## src/hdl/ahc_pkg.sv

```systemverilog
// Shared types, register codes and elaboration-time tables for the affine Hill cipher.
// No dependencies; compiled first.
`default_nettype none

package ahc_pkg;

  localparam int unsigned CFG_IDX_W    = 3;
  localparam int unsigned LETTER_W     = 5;
  localparam int unsigned TBL_W        = 8;
  localparam int unsigned RED_ENTRIES  = 32;
  localparam int unsigned MAX_ALPHABET = 256;

  typedef enum logic [CFG_IDX_W-1:0] {
    CFG_KEY_TL  = 3'd0,
    CFG_KEY_TR  = 3'd1,
    CFG_KEY_BL  = 3'd2,
    CFG_KEY_BR  = 3'd3,
    CFG_DECRYPT = 3'd4
  } cfg_idx_t;

  typedef logic [LETTER_W-1:0]               letter_t;
  typedef logic [RED_ENTRIES*TBL_W-1:0]      red_tbl_t;
  typedef logic [MAX_ALPHABET*TBL_W-1:0]     inv_tbl_t;

  // residue of every 5-bit code modulo m
  function automatic red_tbl_t red_table(int unsigned m);
    red_tbl_t    tbl;
    int unsigned r;
    tbl = '0;
    r   = 0;
    for (int unsigned i = 0; i < RED_ENTRIES; i++) begin
      tbl[i*TBL_W +: TBL_W] = TBL_W'(r);
      r = r + 1;
      if (r == m) r = 0;
    end
    return tbl;
  endfunction

  // smallest inverse modulo m of every residue, zero where none exists
  function automatic inv_tbl_t inv_table(int unsigned m);
    inv_tbl_t    tbl;
    int unsigned acc;
    int unsigned found;
    tbl = '0;
    for (int unsigned a = 0; a < m; a++) begin
      acc   = 0;
      found = 0;
      for (int unsigned x = 1; x < m; x++) begin
        acc = acc + a;
        if (acc >= m) acc = acc - m;
        if (acc == 1 && found == 0) found = x;
      end
      tbl[a*TBL_W +: TBL_W] = TBL_W'(found);
    end
    return tbl;
  endfunction

endpackage

`default_nettype wire

```

## src/hdl/ahc_ifs.sv

```systemverilog
// Request channels of the affine Hill cipher: letter pair in, result pair out.
// Depends on ahc_pkg.
`default_nettype none

interface ahc_in_if;
  import ahc_pkg::*;
  logic    valid;
  logic    ready;
  letter_t letter_first;
  letter_t letter_second;
  modport source (output valid, letter_first, letter_second, input ready);
  modport sink   (input valid, letter_first, letter_second, output ready);
endinterface

interface ahc_out_if;
  import ahc_pkg::*;
  logic    valid;
  logic    ready;
  letter_t out_first;
  letter_t out_second;
  logic    no_inverse;
  modport source (output valid, out_first, out_second, no_inverse, input ready);
  modport sink   (input valid, out_first, out_second, no_inverse, output ready);
endinterface

`default_nettype wire

```

## src/hdl/ahc_cfg.sv

```systemverilog
// Configuration registers: key matrix entries stored already reduced, and the mode bit.
// Depends on ahc_pkg.
`default_nettype none

module ahc_cfg #(
  parameter int unsigned M  = 26,
  parameter int unsigned RW = 5
) (
  input  logic                           clk,
  input  logic                           rst_n,
  input  logic                           cfg_we,
  input  logic [ahc_pkg::CFG_IDX_W-1:0]  cfg_index,
  input  logic [ahc_pkg::LETTER_W-1:0]   cfg_wdata,
  output logic [RW-1:0]                  key_tl,
  output logic [RW-1:0]                  key_tr,
  output logic [RW-1:0]                  key_bl,
  output logic [RW-1:0]                  key_br,
  output logic                           decrypt
);
  import ahc_pkg::*;

  localparam red_tbl_t      RED_TBL = red_table(M);
  localparam logic [RW-1:0] RST_TL  = RW'(RED_TBL[3*TBL_W +: TBL_W]);
  localparam logic [RW-1:0] RST_TR  = RW'(RED_TBL[3*TBL_W +: TBL_W]);
  localparam logic [RW-1:0] RST_BL  = RW'(RED_TBL[2*TBL_W +: TBL_W]);
  localparam logic [RW-1:0] RST_BR  = RW'(RED_TBL[5*TBL_W +: TBL_W]);

  logic [RW-1:0] key_tl_r, key_tr_r, key_bl_r, key_br_r;
  logic          decrypt_r;
  logic [RW-1:0] wred;

  assign wred = RW'(RED_TBL[cfg_wdata*TBL_W +: TBL_W]);

  always_ff @(posedge clk) begin
    if (!rst_n) begin
      key_tl_r  <= RST_TL;
      key_tr_r  <= RST_TR;
      key_bl_r  <= RST_BL;
      key_br_r  <= RST_BR;
      decrypt_r <= 1'b0;
    end else if (cfg_we) begin
      case (cfg_index)
        CFG_KEY_TL:  key_tl_r  <= wred;
        CFG_KEY_TR:  key_tr_r  <= wred;
        CFG_KEY_BL:  key_bl_r  <= wred;
        CFG_KEY_BR:  key_br_r  <= wred;
        CFG_DECRYPT: decrypt_r <= cfg_wdata[0];
        default: ;
      endcase
    end
  end

  assign key_tl  = key_tl_r;
  assign key_tr  = key_tr_r;
  assign key_bl  = key_bl_r;
  assign key_br  = key_br_r;
  assign decrypt = decrypt_r;

endmodule

`default_nettype wire

```

## src/hdl/ahc_modred.sv

```systemverilog
// Three-stage reduction of an unsigned word modulo a constant by reciprocal multiply.
// Stand-alone; used by ahc_dec_key and the top level.
`default_nettype none

module ahc_modred #(
  parameter int unsigned M  = 26,
  parameter int unsigned W  = 11,
  parameter int unsigned RW = 5
) (
  input  logic          clk,
  input  logic          en,
  input  logic [W-1:0]  x,
  output logic [RW-1:0] r
);

  localparam logic [W-1:0] RECIP = W'((64'd1 << W) / M);
  localparam logic [W-1:0] MOD_W = W'(M);
  localparam logic [RW:0]  MOD_R = (RW+1)'(M);

  logic [2*W-1:0] prod;
  logic [W-1:0]   x_r, q_r, diff;
  logic [RW:0]    rem_r;
  logic [RW-1:0]  r_r;

  assign prod = (2*W)'(x) * (2*W)'(RECIP);
  assign diff = x_r - W'(q_r * MOD_W);

  // quotient estimate is low by at most one, so one correction suffices
  always_ff @(posedge clk) begin
    if (en) begin
      x_r   <= x;
      q_r   <= prod[2*W-1:W];
      rem_r <= (RW+1)'(diff);
      r_r   <= (rem_r >= MOD_R) ? RW'(rem_r - MOD_R) : RW'(rem_r);
    end
  end

  assign r = r_r;

endmodule

`default_nettype wire

```

## src/hdl/ahc_dec_key.sv

```systemverilog
// Decryption matrix pipeline: determinant, inverse lookup, inverse times adjugate.
// Depends on ahc_pkg and ahc_modred; eleven stages.
`default_nettype none

module ahc_dec_key #(
  parameter int unsigned M  = 26,
  parameter int unsigned RW = 5,
  parameter int unsigned DW = 11
) (
  input  logic          clk,
  input  logic          en,
  input  logic [RW-1:0] key_tl,
  input  logic [RW-1:0] key_tr,
  input  logic [RW-1:0] key_bl,
  input  logic [RW-1:0] key_br,
  output logic [RW-1:0] inv_00,
  output logic [RW-1:0] inv_01,
  output logic [RW-1:0] inv_10,
  output logic [RW-1:0] inv_11,
  output logic          no_inv
);
  import ahc_pkg::*;

  localparam inv_tbl_t      INV_TBL  = inv_table(M);
  localparam logic [DW-1:0] SQ       = DW'(M*M);
  localparam logic [RW:0]   MOD_R    = (RW+1)'(M);
  localparam int unsigned   FLAG_DLY = 5;

  logic [2*RW-1:0]     ad_r, bc_r;
  logic [DW-1:0]       detx_r;
  logic [RW-1:0]       det;
  logic [TBL_W-1:0]    inv_ent;
  logic [RW-1:0]       dinv_r;
  logic                ninv_r;
  logic [FLAG_DLY-1:0] ninv_pipe_r;
  logic [2*RW-1:0]     pa_r, pb_r, pc_r, pd_r;
  logic [RW-1:0]       red_a, red_b, red_c, red_d;
  logic [RW-1:0]       inv_00_r, inv_01_r, inv_10_r, inv_11_r;

  assign inv_ent = INV_TBL[det*TBL_W +: TBL_W];

  always_ff @(posedge clk) begin
    if (en) begin
      ad_r        <= (2*RW)'(key_tl) * (2*RW)'(key_br);
      bc_r        <= (2*RW)'(key_tr) * (2*RW)'(key_bl);
      detx_r      <= DW'(ad_r) + SQ - DW'(bc_r);
      dinv_r      <= RW'(inv_ent);
      ninv_r      <= (inv_ent == '0);
      pa_r        <= (2*RW)'(key_tl) * (2*RW)'(dinv_r);
      pb_r        <= (2*RW)'(key_tr) * (2*RW)'(dinv_r);
      pc_r        <= (2*RW)'(key_bl) * (2*RW)'(dinv_r);
      pd_r        <= (2*RW)'(key_br) * (2*RW)'(dinv_r);
      ninv_pipe_r <= {ninv_pipe_r[FLAG_DLY-2:0], ninv_r};
      inv_00_r    <= red_d;
      inv_01_r    <= (red_b == '0) ? '0 : RW'(MOD_R - (RW+1)'(red_b));
      inv_10_r    <= (red_c == '0) ? '0 : RW'(MOD_R - (RW+1)'(red_c));
      inv_11_r    <= red_a;
    end
  end

  ahc_modred #(.M(M), .W(DW), .RW(RW)) u_det (
    .clk(clk), .en(en), .x(detx_r), .r(det)
  );
  ahc_modred #(.M(M), .W(2*RW), .RW(RW)) u_red_a (
    .clk(clk), .en(en), .x(pa_r), .r(red_a)
  );
  ahc_modred #(.M(M), .W(2*RW), .RW(RW)) u_red_b (
    .clk(clk), .en(en), .x(pb_r), .r(red_b)
  );
  ahc_modred #(.M(M), .W(2*RW), .RW(RW)) u_red_c (
    .clk(clk), .en(en), .x(pc_r), .r(red_c)
  );
  ahc_modred #(.M(M), .W(2*RW), .RW(RW)) u_red_d (
    .clk(clk), .en(en), .x(pd_r), .r(red_d)
  );

  assign inv_00 = inv_00_r;
  assign inv_01 = inv_01_r;
  assign inv_10 = inv_10_r;
  assign inv_11 = inv_11_r;
  assign no_inv = ninv_pipe_r[FLAG_DLY-1];

endmodule

`default_nettype wire

```

## src/hdl/affine_hill_cipher_2x2.sv

```systemverilog
// Affine Hill cipher, 2x2 key, pipelined encrypt/decrypt of letter pairs.
// Throughput: one pair per cycle.
// The whole pipeline advances together; it holds while a finished result waits.
// Reset (synchronous, rst_n low) empties the pipeline and loads the default key, encrypt mode.
// Depends on ahc_pkg, ahc_ifs, ahc_cfg, ahc_modred, ahc_dec_key.
`default_nettype none

module affine_hill_cipher_2x2 #(
  parameter int unsigned ALPHABET_SIZE = 26
) (
  input  logic                          clk,
  input  logic                          rst_n,
  ahc_in_if.sink                        in_pair,
  ahc_out_if.source                     out_res,
  input  logic                          cfg_we,
  input  logic [ahc_pkg::CFG_IDX_W-1:0] cfg_index,
  input  logic [ahc_pkg::LETTER_W-1:0]  cfg_wdata
);
  import ahc_pkg::*;

  localparam int unsigned RW      = $clog2(ALPHABET_SIZE);
  localparam int unsigned DW      = $clog2(2*ALPHABET_SIZE*ALPHABET_SIZE);
  localparam int unsigned KEY_LAT = 11;
  localparam int unsigned NS      = 18;
  localparam int unsigned FLAG_N  = NS - KEY_LAT;
  localparam red_tbl_t    RED_TBL = red_table(ALPHABET_SIZE);
  localparam logic [RW:0] MOD_R   = (RW+1)'(ALPHABET_SIZE);

  logic                en;
  logic [NS-1:0]       vld_r;
  logic [RW-1:0]       p0_pipe_r [KEY_LAT];
  logic [RW-1:0]       p1_pipe_r [KEY_LAT];

  logic [RW-1:0]       key_tl, key_tr, key_bl, key_br;
  logic                decrypt;
  logic [RW-1:0]       inv_00, inv_01, inv_10, inv_11;
  logic                no_inv;

  logic [RW:0]         v0_sum, v1_sum;
  logic [RW-1:0]       v0, v1;
  logic [RW-1:0]       m00_nxt, m01_nxt, m10_nxt, m11_nxt;
  logic [RW-1:0]       vec0_nxt, vec1_nxt, off0_nxt, off1_nxt;
  logic                flag_nxt;

  logic [RW-1:0]       m00_r, m01_r, m10_r, m11_r;
  logic [RW-1:0]       vec0_r, vec1_r, off0_r, off1_r, off0_d_r, off1_d_r;
  logic [FLAG_N-1:0]   flag_pipe_r;
  logic [2*RW-1:0]     pr00_r, pr01_r, pr10_r, pr11_r;
  logic [DW-1:0]       sum0_r, sum1_r;
  logic [RW-1:0]       r0, r1;
  letter_t             out_first_r, out_second_r;

  assign en            = !vld_r[NS-1] || out_res.ready;
  assign in_pair.ready = en;

  ahc_cfg #(.M(ALPHABET_SIZE), .RW(RW)) u_cfg (
    .clk(clk), .rst_n(rst_n), .cfg_we(cfg_we), .cfg_index(cfg_index),
    .cfg_wdata(cfg_wdata), .key_tl(key_tl), .key_tr(key_tr), .key_bl(key_bl),
    .key_br(key_br), .decrypt(decrypt)
  );

  ahc_dec_key #(.M(ALPHABET_SIZE), .RW(RW), .DW(DW)) u_dec_key (
    .clk(clk), .en(en), .key_tl(key_tl), .key_tr(key_tr), .key_bl(key_bl),
    .key_br(key_br), .inv_00(inv_00), .inv_01(inv_01), .inv_10(inv_10),
    .inv_11(inv_11), .no_inv(no_inv)
  );

  always_ff @(posedge clk) begin
    if (!rst_n) begin
      vld_r <= '0;
    end else if (en) begin
      vld_r <= {vld_r[NS-2:0], in_pair.valid};
    end
  end

  // hold the reduced letters until the decryption matrix is ready
  always_ff @(posedge clk) begin
    if (en) begin
      p0_pipe_r[0] <= RW'(RED_TBL[in_pair.letter_first*TBL_W +: TBL_W]);
      p1_pipe_r[0] <= RW'(RED_TBL[in_pair.letter_second*TBL_W +: TBL_W]);
      for (int i = 1; i < KEY_LAT; i++) begin
        p0_pipe_r[i] <= p0_pipe_r[i-1];
        p1_pipe_r[i] <= p1_pipe_r[i-1];
      end
    end
  end

  always_comb begin
    v0_sum = (RW+1)'(p0_pipe_r[KEY_LAT-1]) + MOD_R - (RW+1)'(key_tl);
    v1_sum = (RW+1)'(p1_pipe_r[KEY_LAT-1]) + MOD_R - (RW+1)'(key_bl);
    v0     = (v0_sum >= MOD_R) ? RW'(v0_sum - MOD_R) : RW'(v0_sum);
    v1     = (v1_sum >= MOD_R) ? RW'(v1_sum - MOD_R) : RW'(v1_sum);
    if (decrypt) begin
      m00_nxt  = inv_00;
      m01_nxt  = inv_01;
      m10_nxt  = inv_10;
      m11_nxt  = inv_11;
      vec0_nxt = v0;
      vec1_nxt = v1;
      off0_nxt = '0;
      off1_nxt = '0;
      flag_nxt = no_inv;
    end else begin
      m00_nxt  = key_tl;
      m01_nxt  = key_tr;
      m10_nxt  = key_bl;
      m11_nxt  = key_br;
      vec0_nxt = p0_pipe_r[KEY_LAT-1];
      vec1_nxt = p1_pipe_r[KEY_LAT-1];
      off0_nxt = key_tl;
      off1_nxt = key_bl;
      flag_nxt = 1'b0;
    end
  end

  always_ff @(posedge clk) begin
    if (en) begin
      m00_r        <= m00_nxt;
      m01_r        <= m01_nxt;
      m10_r        <= m10_nxt;
      m11_r        <= m11_nxt;
      vec0_r       <= vec0_nxt;
      vec1_r       <= vec1_nxt;
      off0_r       <= off0_nxt;
      off1_r       <= off1_nxt;
      flag_pipe_r  <= {flag_pipe_r[FLAG_N-2:0], flag_nxt};
      pr00_r       <= (2*RW)'(m00_r) * (2*RW)'(vec0_r);
      pr01_r       <= (2*RW)'(m01_r) * (2*RW)'(vec1_r);
      pr10_r       <= (2*RW)'(m10_r) * (2*RW)'(vec0_r);
      pr11_r       <= (2*RW)'(m11_r) * (2*RW)'(vec1_r);
      off0_d_r     <= off0_r;
      off1_d_r     <= off1_r;
      sum0_r       <= DW'(pr00_r) + DW'(pr01_r) + DW'(off0_d_r);
      sum1_r       <= DW'(pr10_r) + DW'(pr11_r) + DW'(off1_d_r);
      out_first_r  <= flag_pipe_r[FLAG_N-2] ? '0 : LETTER_W'(r0);
      out_second_r <= flag_pipe_r[FLAG_N-2] ? '0 : LETTER_W'(r1);
    end
  end

  ahc_modred #(.M(ALPHABET_SIZE), .W(DW), .RW(RW)) u_red_0 (
    .clk(clk), .en(en), .x(sum0_r), .r(r0)
  );
  ahc_modred #(.M(ALPHABET_SIZE), .W(DW), .RW(RW)) u_red_1 (
    .clk(clk), .en(en), .x(sum1_r), .r(r1)
  );

  assign out_res.valid      = vld_r[NS-1];
  assign out_res.out_first  = out_first_r;
  assign out_res.out_second = out_second_r;
  assign out_res.no_inverse = flag_pipe_r[FLAG_N-1];

  a_stall_holds: assert property (@(posedge clk) disable iff (!rst_n)
    !en |=> $stable(vld_r))
    else $error("pipeline valid bits moved during a stall");

  a_accept_enters: assert property (@(posedge clk) disable iff (!rst_n)
    in_pair.valid && in_pair.ready |=> vld_r[0])
    else $error("accepted request did not enter the pipeline");

  a_flag_zero: assert property (@(posedge clk) disable iff (!rst_n)
    out_res.valid && out_res.no_inverse |->
      out_res.out_first == '0 && out_res.out_second == '0)
    else $error("singular key result carries nonzero letters");

  a_in_range: assert property (@(posedge clk) disable iff (!rst_n)
    out_res.valid |->
      out_res.out_first < ALPHABET_SIZE && out_res.out_second < ALPHABET_SIZE)
    else $error("result letter outside the alphabet");

endmodule

`default_nettype wire

```

## src/flat_wrapper.sv

```systemverilog
// flat-port wrapper written by rule: the top's interface ports become plain ports
module affine_hill_cipher_2x2_flat import ahc_pkg::*;
#(
  parameter int unsigned ALPHABET_SIZE = 26
)
  (clk, rst_n, cfg_we, cfg_index, cfg_wdata, in_pair_valid, in_pair_letter_first, in_pair_letter_second, in_pair_ready, out_res_valid, out_res_out_first, out_res_out_second, out_res_no_inverse, out_res_ready);
  ahc_in_if in_pair_i ();
  ahc_out_if out_res_i ();
  input  logic clk;
  input  logic rst_n;
  input  logic cfg_we;
  input  logic [ahc_pkg::CFG_IDX_W-1:0] cfg_index;
  input  logic [ahc_pkg::LETTER_W-1:0] cfg_wdata;
  input wire logic [$bits(in_pair_i.valid)-1:0] in_pair_valid;
  input wire logic [$bits(in_pair_i.letter_first)-1:0] in_pair_letter_first;
  input wire logic [$bits(in_pair_i.letter_second)-1:0] in_pair_letter_second;
  output wire logic [$bits(in_pair_i.ready)-1:0] in_pair_ready;
  output wire logic [$bits(out_res_i.valid)-1:0] out_res_valid;
  output wire logic [$bits(out_res_i.out_first)-1:0] out_res_out_first;
  output wire logic [$bits(out_res_i.out_second)-1:0] out_res_out_second;
  output wire logic [$bits(out_res_i.no_inverse)-1:0] out_res_no_inverse;
  input wire logic [$bits(out_res_i.ready)-1:0] out_res_ready;
  assign in_pair_i.valid = in_pair_valid;
  assign in_pair_i.letter_first = in_pair_letter_first;
  assign in_pair_i.letter_second = in_pair_letter_second;
  assign in_pair_ready = in_pair_i.ready;
  assign out_res_valid = out_res_i.valid;
  assign out_res_out_first = out_res_i.out_first;
  assign out_res_out_second = out_res_i.out_second;
  assign out_res_no_inverse = out_res_i.no_inverse;
  assign out_res_i.ready = out_res_ready;
  affine_hill_cipher_2x2 #(.ALPHABET_SIZE(ALPHABET_SIZE)) u_core (.clk(clk), .rst_n(rst_n), .in_pair(in_pair_i), .out_res(out_res_i), .cfg_we(cfg_we), .cfg_index(cfg_index), .cfg_wdata(cfg_wdata));
endmodule
```

## config.mk

```make
export PLATFORM = sky130hd
export DESIGN_NAME = affine_hill_cipher_2x2_flat
export DESIGN_NICKNAME = d
export VERILOG_FILES = /design/src/hdl/ahc_pkg.sv /design/src/hdl/ahc_ifs.sv /design/src/hdl/ahc_cfg.sv /design/src/hdl/ahc_modred.sv /design/src/hdl/ahc_dec_key.sv /design/src/hdl/affine_hill_cipher_2x2.sv /design/src/flat_wrapper.sv
export SDC_FILE = /design/constraint.sdc
export NUM_CORES = 1
export LEC_CHECK = 0
export BUFFER_PORTS_ARGS = -buffer_cell sky130_fd_sc_hd__clkbuf_2
export CAP_MARGIN = 20
export CORE_UTILIZATION = 50
export DETAILED_ROUTE_END_ITERATION = 16
export PLACE_DENSITY = 0.65
export SYNTH_ARGS = -nofsm -noshare
export SYNTH_HDL_FRONTEND = slang
export SYNTH_SLANG_ARGS = --single-unit
```

## constraint.sdc

```tcl
create_clock -name clk -period 21 [get_ports clk]
set_input_delay 2.1 -clock clk [delete_from_list [all_inputs] [get_ports clk]]
set_output_delay 2.1 -clock clk [all_outputs]
set_load 0.02 [all_outputs]
```

==> flow_summary.ini <==
[outcome]
status = finished clean

[timing]
fin_ws_ns = 15.85
tns_ns = 0
clock_skew_ns = 0.0150
worst_slew_pin_slew_ns = 1.07
hold_viol = 0
fmax_ghz = 0.194
rsz0062_at_grt = false
maxSlewViolCount = 0
min_period_ns = 5.15
finalSetupViolations = 0
slew_headroom = 0.290
fin_crit_sh = 0.245

[power_and_ir_drop]
fin_total_pwr_mw = 5.28
p_per_area_nw_per_um2 = 136
max-vdd-ir-drop_mv = 0.132
p_leak_nw = 18.5

[route]
dr.pass1.iters = 5
vias = 20600
drt_iter0_drc = 980
postRouteAntennaNets = 0
drc = 0
wl_per_cell_um = 14.6
drt_wl_total_um = 59800
vias_per_cell = 5.04

[floorplan]
num_io_pins = 36
start_util = 0.508
dieHeight_um = 270
rows = 97
fp.dieW_um = 270
dieArea_um2 = 72600
core_area_um2 = 70400

[final_layout]
finalNonFillerCells = 4089
layout_commonest_cell = inv_1
fill_cells = 5868
area_growth_pct = 9.00
layout_common_cells = inv_1 (586), edfxtp_1 (495), ha_1 (478)
drive_above_1_share = 0.0508
nets = 3817
postLayoutCellArea_um2 = 39000

[yosys]
synth.cell_area_um2 = 35800
yosysSeqAreaShare = 0.437
synth_nets = 3767
synth_area_leaders = edfxtp_1 (42%), ha_1 (17%), fa_1 (12%)
synth_edf_count = 495
async_reset_ff_frac = 0
synthDistinctLibCells = 62
ys_seq_elements = 534
synth-main-ff-cell = edfxtp_1
post_synth.cell_area_avg_um2 = 11.7
post-synth-top-area-cell = edfxtp_1
syn_inst = 3050
yosysTopAreaCellShare = 0.415
yosys_warnings = 0

[clock_tree]
ctsResizeCount = 0
cts.clk_slew.worst_paths_ns = 0.06
cts_buffers = 57
htreeDepth = 2
clk_latency_ns = 0.62
cts_sinks = 534
clock_path_buffers = 3
postCtsHoldBufs = 0
cts_setup_buffers = 0
root_buffer = clkbuf_16
tritoncts = yes

[placement]
dp.cells = 3981
io_buffers = 35
place_ws_ns = 15.84
gp_congestion = 0.816
dp_hpwl_um = 45700
postPlaceCellArea_um2 = 37000

[global_route]
overflow = 0
antenna_found_initial = 2
grt_use_total = 0.170
grt_pass1_vias = 21600
grt_max_degree = 177
grt_pass1_wl_um = 102000

[setup_path]
crit_path_end_kind = output port
arrival_ns = 3.05
required_ns = 18.90
cp-start-kind = input pin
critical_path_class = input pin to output port
worstPathMaxFanout = 55

[hold_path]
hold_class = flop to flop

[job]
max-cap-violations = 0
## worst paths after layout
| kind | start | end | slack [ns] | cells after the start |
|---|---|---|---|---|
| setup / recovery | out_res_ready | in_pair_ready | 15.85 | 5 |
| hold reg to reg | u_core.p1_pipe_r[3][1]$_DFFE_PP_ | u_core.p1_pipe_r[4][1]$_DFFE_PP_ | 0.41 | 0 |
| hold / removal | u_core.p1_pipe_r[3][1]$_DFFE_PP_ | u_core.p1_pipe_r[4][1]$_DFFE_PP_ | 0.41 | 0 |
| setup reg to reg | u_core.u_dec_key.dinv_r[4]$_DFFE_PP_ | u_core.u_dec_key.pd_r[9]$_DFFE_PP_ | 16.92 | 10 |
## critical path: stages
cell and delay, ns:
clkbuf_2 0.08, nor2b_1 0.04, buf_4 0.21, inv_8 0.33
clkbuf_2 0.25
## per-layer routing
metal | vias up | track usage | part of all wire
li1 | 10300 | - | -
met1 | 9964 | 0.215 | 0.45
met2 | 228 | 0.301 | 0.50
met3 | 97 | 0.0270 | 0.034
met4 | 4 | 0.0505 | 0.024
met5 | - | 0 | 0.00045
## final cells by class
| type | count | area, um^2 | share of cell area |
|---|---|---|---|
| Antenna cell | 1 | 2.50 | 0.0000642 |
| Clock buffer | 75 | 1580 | 0.0404 |
| Multi-Input combinational cell | 1879 | 17700 | 0.455 |
| Inverter | 587 | 2210 | 0.0567 |
| Sequential cell | 534 | 15600 | 0.401 |
| Clock inverter | 32 | 413 | 0.0106 |
| Tap cell | 940 | 1180 | 0.0302 |
| Timing Repair Buffer | 41 | 233 | 0.00597 |
## kinds of logic (layout without fill, tap and decap cells)
family | count (synthesis) | in the layout | synth area share
simple gates | 578 | 578 | 0.0819
xor+xnor | 191 | 191 | 0.0468
buf+inv | 637 | 735 | 0.0669
compound gates | 383 | 383 | 0.0694
mux | 33 | 33 | 0.00979
fa+ha+maj | 694 | 694 | 0.288
flops | 534 | 534 | 0.437
other cells | 0 | 1 | 0
## stage by stage
| step | hold WS (ns) | utilization |
|---|---|---|
| final | 0.414 | 0.554 |
| after floorplan | 0.400 | - |
| after global routing | 0.419 | 0.554 |
| after global placement | 0.400 | 0.526 |
| after detailed placement | 0.405 | 0.526 |
| after CTS | 0.415 | 0.554 |
## synth_stat cells, types with 6 or more instances
| master | instances |
|---|---|
| inv_1 | 586 |
| edfxtp_1 | 495 |
| ha_1 | 478 |
| fa_1 | 216 |
| nand2_1 | 188 |
| and2_1 | 177 |
| xnor2_1 | 152 |
| a21oi_1 | 120 |
| nor2_1 | 83 |
| a21o_1 | 74 |
| o21ai_0 | 64 |
| clkbuf_1 | 44 |
| dfxtp_1 | 39 |
| nor2b_1 | 39 |
| xor2_1 | 39 |
| nor3_1 | 28 |
| a21boi_0 | 24 |
| nand2b_1 | 21 |
| mux2i_1 | 20 |
| o21bai_1 | 17 |
| o21a_1 | 16 |
| a311oi_1 | 14 |
| o41ai_1 | 13 |
| mux2_2 | 12 |
| nand3_1 | 10 |
| a211oi_1 | 8 |
| or2_2 | 6 |
## registers in the layout (all words and copies together), names as in the netlist, 7 cells and up
| signal | flops |
|---|---|
| u_core.u_dec_key.ad_r | 10 |
| u_core.u_dec_key.pc_r | 10 |
| u_core.u_dec_key.pa_r | 10 |
| u_core.pr01_r | 10 |
| u_core.u_dec_key.pb_r | 10 |
| u_core.pr00_r | 10 |
| u_core.pr11_r | 10 |
| u_core.sum1_r | 11 |
| u_core.u_dec_key.detx_r | 11 |
| u_core.vld_r | 18 |
| u_core.p1_pipe_r | 55 |
| u_core.p0_pipe_r | 55 |
| u_core.u_dec_key.bc_r | 10 |
| u_core.pr10_r | 10 |
| u_core.u_dec_key.pd_r | 10 |
| u_core.flag_pipe_r | 7 |
| u_core.sum0_r | 11 |
## power by group
group / internal [mW] / switching [mW] / leakage (nW)
registers: 1.56 / 0.215 / 5.77
clock network: 0.629 / 0.417 / 0.970
logic: 1.13 / 1.32 / 11.8
Note: power is estimated with default switching activity, not from simulation.
